[src/design/query_id_remap_table_unit_assert.svh]
// Assertion macros for the ID remap table
`ifndef QUERY_ID_REMAP_TABLE_UNIT_ASSERT_SVH
`define QUERY_ID_REMAP_TABLE_UNIT_ASSERT_SVH

// same-cycle implication, masked during reset
`define QIDR_ASSERT_NOW(label, clk, rstn, ante, cons) \
    label: assert property (@(posedge clk) disable iff (!(rstn)) (ante) |-> (cons)) \
        else $error("qidr assertion failed");

// next-cycle implication, masked during reset
`define QIDR_ASSERT_NEXT(label, clk, rstn, ante, cons) \
    label: assert property (@(posedge clk) disable iff (!(rstn)) (ante) |=> (cons)) \
        else $error("qidr assertion failed");

`endif

[src/design/qidr_ram.sv]
module qidr_ram #(
    parameter int WIDTH = 16,
    parameter int DEPTH = 64,
    parameter int AW    = (DEPTH > 1) ? $clog2(DEPTH) : 1
) (
    input  logic             aclk,
    input  logic             we,
    input  logic [AW-1:0]    waddr,
    input  logic [WIDTH-1:0] wdata,
    input  logic [AW-1:0]    raddr,
    output logic [WIDTH-1:0] rdata
);

    logic [WIDTH-1:0] mem [DEPTH];
    logic [WIDTH-1:0] rdata_reg;

    // single write port
    always_ff @(posedge aclk) begin
        if (we) begin
            mem[waddr] <= wdata;
        end
    end

    // registered read port
    always_ff @(posedge aclk) begin
        rdata_reg <= mem[raddr];
    end

    assign rdata = rdata_reg;

endmodule

[config.mk]
export PLATFORM = sky130hd
export DESIGN_NAME = qidr_ram
export DESIGN_NICKNAME = d
export VERILOG_FILES = /design/src/design/query_id_remap_table_unit_assert.svh /design/src/design/qidr_ram.sv
export SDC_FILE = /design/constraint.sdc
export NUM_CORES = 1
export LEC_CHECK = 0
export ABC_AREA = 1
export BUFFER_PORTS_ARGS = -buffer_cell sky130_fd_sc_hd__buf_2
export CAP_MARGIN = 20
export CORE_ASPECT_RATIO = 0.9
export CORE_MARGIN = 10
export CORE_UTILIZATION = 46
export CTS_CLUSTER_DIAMETER = 30
export DETAILED_ROUTE_END_ITERATION = 12
export HOLD_SLACK_MARGIN = 0.15
export SLEW_MARGIN = 20
export SYNTH_ARGS = -nofsm -noshare
export SYNTH_HDL_FRONTEND = slang
export SYNTH_SLANG_ARGS = --single-unit
[constraint.sdc]
create_clock -name aclk -period 3.8 [get_ports aclk]
set_clock_uncertainty 0.05 [all_clocks]
set_input_delay 0.38 -clock aclk [delete_from_list [all_inputs] [get_ports aclk]]
set_output_delay 0.38 -clock aclk [all_outputs]
set_load 0.005 [all_outputs]
==> reports/results.txt, run 1 <==
Via density = 5.486
H-tree depth = 4
Die area = 0.1040 sq mm
Routed WL per cell = 23.10 microns
Area grow syn2layout = 18.94%
Startpoint types = primary input
Final core occ = 0.5508
Synth Area in Compound Gates = 0
Hold_buf cts = 9
I/O pins = 46
Die height = 307.0 microns
Row Count = 105
Slowest CP cell = nand4_1
Commonest cells after routing, fill and taps aside = nand2_1 (1296), edfxtp_1 (1024), nand3_1 (871), clkbuf_16 (183), buf_4 (116)
Total track usage = 0.2228
Critical Path AT = 2.70 ns
CTS tree = done
Largest net degree at the start of global routing = 182
Post-CTS sizing = 0
Fin. Hold Viols = 0
CTS root buffer = clkbuf_16
Vias in the first global route = 27020
Final setup viols = 0
Yosys reg bits = 1040
Final slew viol count = 0
Adder-cell share of the synthesized area = 0
PwrDens = 609.7 mW/mm^2
Synth Warn # = 0
Final Cycle Share = 0.6177
Drt drc = 0
Via count = 27690
Initial drt markers = 3394
WP data required = 4.16 ns
Num CTS Buffers = 181
Setup bufs post-CTS = 0
CP max stage delay = 0.64 ns
Tightest Pin Transition = 1.117 ns
Worst-path clk slew = 0.05 ns
Detail Route Antenna Nets = 0
TNS Setup = 0 ns
Core area = 0.09091 sq mm
VDD IR max = 500.8 uV
Final WL = 116600 microns
CP Capture Type = register
Sequential share of the synthesized area = 0.7380
Clock sinks = 1040
Critical path, cell by cell = dlygate4sd3_1, buf_2, inv_1, nand4_1, nor2_1, buf_4
Type of the worst setup path = primary input to register
Largest family of logic cells by synthesized area = simple AND/OR/NAND/NOR gates
RSZ-0062 raised after global routing = no
P_leak = 18.35 nW
Hold Path Class = primary input to register
Max-cap violations = 0
Fmax = 0.4260 GHz
Most common cell after layout, fill and taps aside = nand2_1
Die width = 338.9 microns
HPWL after DPL = 64220 microns
Synth Area per Inst = 11.97 sq um
Status = finished clean
GRT Residual Overflow = 0
Final #Nets = 3691
Syn Nets = 3547
Clock Latency Late Sink = 0.75 ns
Min Clock Period, post-route = 2.347 ns
Share of cells above drive strength 1 = 0.1291
Post-synthesis xor/xnor area fraction = 0
Post-synthesis simple-gate area fraction = 0.2266
PortBufs = 45
Number of flip-flops in the largest register = 1024
CP max FO = 16
1st-pass router iterations = 6
Post-synthesis mux area share = 0
Post-Syn Area = 0.04210 sq mm
Placer Congestion = 0.8563
Initial core utilization = 0.4631
Distinct cells, synth = 16
Initial antenna violation count = 9
Gate count of the mapped netlist = 3517
Relative slew slack = 0.2553
Max Root-Sink Buffers = 3
First-pass GRT wire length = 174600 microns
cells by family (layout without fill, tap and decap cells):
family,Yosys count,after routing
DFF,1040,1040
other,0,5
buffers and inverters,237,532
and+or+nand+nor,2240,2240
per-layer routing:
layer  wire [microns]  part of all wire  global-route usage  up-vias
met5               54           0.00046                   0        -
met4             3054             0.026             0.07834        8
met3            10090             0.087             0.05879      198
met2            52860              0.45              0.3348     1112
met1            50510              0.43              0.3111    13620
li1                 -                 -                   -    12750
worst max-delay path: cells and delay by family:
kind / cells / cell delay [ns]
and+or+nand+nor: 2 / 0.90
buffers and inverters: 4 / 1.41
power by group:
group,switching [mW],leakage (nW),total [mW],internal [mW]
sequential,0.0500,9.35,12.8,12.7
combinational,1.15,6.01,1.52,0.375
clock,5.65,2.99,16.2,10.6
layout make-up:
type	count	area [sq um]
diodes	5	12.51
clock buffers	214	4736
clock inverters	120	1476
fillers	7634	40840
inverters	12	71.32
multi-input cells	2240	9620
flip-flops and latches	1040	31070
well taps	1230	1539
repair buffers	186	1548
synthesized netlist by cell type:
cell type | number | area (sq um)
buf_2 | 113 | 565.5
inv_8 | 1 | 11.26
clkbuf_1 | 26 | 97.59
buf_1 | 17 | 63.81
buf_8 | 1 | 15.01
nor2_1 | 56 | 210.2
nand3_1 | 871 | 4359
nand2_1 | 1296 | 4865
buf_4 | 19 | 142.6
buf_6 | 49 | 551.8
nand4_1 | 9 | 56.30
inv_1 | 9 | 33.78
nor4_1 | 8 | 50.05
inv_2 | 2 | 7.510
edfxtp_1 | 1024 | 30750
dfxtp_1 | 16 | 320.3
stage by stage:
| stage | cell area, sq um | setup slack (ns) | total power [mW] | instances | hold WS, ns |
|---|---|---|---|---|---|
| floorplan | 42100 | 0.8159 | 13.81 | 3517 | 0.4289 |
| global placement | 43760 | 1.018 | 14.48 | 4699 | 0.7466 |
| detailed placement | 43760 | 1.058 | 14.49 | 4699 | 0.7487 |
| CTS | 50060 | 1.582 | 30.71 | 5042 | 0.1670 |
| global route | 50070 | 1.406 | 31.43 | 5044 | 0.1905 |
| finish | 50070 | 1.453 | 30.53 | 5047 | 0.1948 |
path summary, 6_finish.rpt:
path,startpoint,end,slack [ns],cells past startpoint
worst min-delay path,wdata[4],mem[61][4],0.19,1
worst min register to register,mem[12][6],rdata[6],0.75,8
worst max-delay path,waddr[1],mem[56][9],1.45,6
worst max register to register,mem[25][3],rdata[3],2.21,8
Note: power is estimated with default switching activity, not from simulation.
==> run 2: changes to the inputs <==
clock period = 2.05 ns   (was 3.8 ns; I/O delays follow)
==> run 2 against run 1 <==
Net effect:
- count of clock-buffer cells in the layout down 13
- core utilization rose by 2.0 points
- sequential share of layout area shrank 2.2 points
- critical path depth is 5 higher
- sequential cell count stayed put
==> reports/results.txt, run 2 (same netlist as run 1, synthesis figures left out) <==
Status = finished clean
Clock Latency Late Sink = 0.75 ns (about the same)
Slowest CP cell = dlygate4sd3_1
CP bufs+invs = 5 (+1)
Final WL = 116800 microns (+0.16%)
Core area = 0.09091 sq mm (unchanged)
Vias in the first global route = 27490 (+1.8%)
CTS tree = done
Final setup viols = 0 (unchanged)
Total power = 55.97 mW (+83%)
Initial core utilization = 0.4631 (unchanged)
RSZ-0062 raised after global routing = no
Post-CTS sizing = 0 (unchanged)
Share of cells above drive strength 1 = 0.1473 (+0.01823)
Max Root-Sink Buffers = 3 (unchanged)
I/O pins = 46 (unchanged)
Initial antenna violation count = 9 (unchanged)
Final core occ = 0.5712 (+0.02045)
First-pass GRT wire length = 175300 microns (+0.38%)
Final slew viol count = 0 (unchanged)
PortBufs = 45 (unchanged)
Area grow syn2layout = 23.36%
Initial drt markers = 3018 (-11%)
Reg-to-Reg Start = mem[43][1]
Setup bufs post-CTS = 0 (unchanged)
Crit. Startpoint = raddr[2]
GRT Residual Overflow = 0 (unchanged)
Drt drc = 0 (unchanged)
Relative slew slack = 0.2513 (-0.003948)
Startpoint types = primary input
Number of flip-flops in the largest register = 1024 (unchanged)
Type of the worst setup path = primary input to register
PwrDens = 1078 mW/mm^2 (+77%)
Hold_buf cts = 25 (+16)
CP max stage delay = 0.58 ns (-0.06 ns)
H-tree depth = 4 (unchanged)
Family with the most delay on the worst path = buffers and inverters
Die area = 0.1040 sq mm (unchanged)
WP data required = 2.68 ns (-1.48 ns)
Fin. Hold Viols = 0 (unchanged)
CP Capture Type = register
Hold Path Class = primary input to register
Clock sinks = 1040 (unchanged)
CTS root buffer = clkbuf_16
Fmax = 0.5197 GHz
Detail Route Antenna Nets = 0 (unchanged)
P_leak = 19.13 nW (+4.3%)
Max-cap violations = 0 (unchanged)
CP max FO = 32 (+16)
1st-pass router iterations = 6 (unchanged)
Min Clock Period, post-route = 1.924 ns
Die width = 338.9 microns (unchanged)
Via density = 5.473 (-0.24%)
Critical path, cell by cell = dlygate4sd3_1, buf_6, inv_4, buf_12, nand3_1, nand2_1, nand2_1, nand3_1, nand3_1, dlygate4sd3_1, nand2_1
Largest net degree at the start of global routing = 84 (-54%)
Row Count = 105 (unchanged)
VDD IR max = 899.3 uV (+80%)
Final #Nets = 3810 (+3.2%)
Tightest Pin Transition = 1.123 ns (+0.005922 ns)
Placer Congestion = 0.8295 (-3.1%)
Final Cycle Share = 0.9386
Num CTS Buffers = 176 (-2.8%)
Via count = 28210 (+1.9%)
Die height = 307.0 microns (unchanged)
Routed WL per cell = 22.65 microns (-1.9%)
Worst-path clk slew = 0.05 ns (about the same)
HPWL after DPL = 67890 microns (+5.7%)
Hold path startpoint = wdata[8]
Fillcell total = 7397 (-3.1%)
Total track usage = 0.2215 (-0.001260)
Most common cell after layout, fill and taps aside = nand2_1
Critical Path AT = 2.55 ns (-0.15 ns)
Commonest cells after routing, fill and taps aside = nand2_1 (1296), edfxtp_1 (1024), nand3_1 (871), clkbuf_16 (178), buf_4 (134)
## run 2: final timing paths
check	end	slack, ns	depth (start not counted)
max	rdata[1]	0.13	11
min	mem[5][8]	0.20	1
min reg2reg	rdata[0]	0.76	8
max reg2reg	rdata[1]	0.16	9
## run 2: area by class of cell
cell class / count / area, sq um / share of cell area
tap: 1230 / 1539 / 0.02963
clock inverter: 121 / 1394 / 0.02684
timing repair buffer: 310 / 3630 / 0.06989
clock buffer: 201 / 4551 / 0.08763
sequential: 1040 / 31070 / 0.5983
multi-input combinational: 2240 / 9676 / 0.1863
inverter: 12 / 71.32 / 0.001373
antenna: 1 / 2.502 / 0.00004819
## run 2: metrics by stage
step	hold slack [ns]	cells	cell area [sq um]	setup TNS [ns]	worst slack (ns)
finish	0.2007	5155	51930	0	0.1258
global route	0.2244	5154	51930	0	0.05853
CTS	0.1821	5154	51930	0	0.1811
detailed placement	0.4159	4807	45740	-0.2469	-0.09233
global placement	0.4181	4807	45740	-0.1658	-0.09438
floorplan	0.2539	3517	42150	-59.56	-0.2570
## run 2: layer usage
layer  share of wire  up-vias  GRT usage
met5         0.00029        -          0
met4           0.022        6    0.06640
met3           0.084      199    0.04059
met2            0.45     1207     0.3415
met1            0.44    13800     0.3185
li1                -    13000          -
## run 2: report_power, final
group,internal (mW),switching (mW),total (mW)
Combinational,0.955,2.18,3.13
Clock,19.0,10.2,29.2
Sequential,23.6,0.0912,23.7
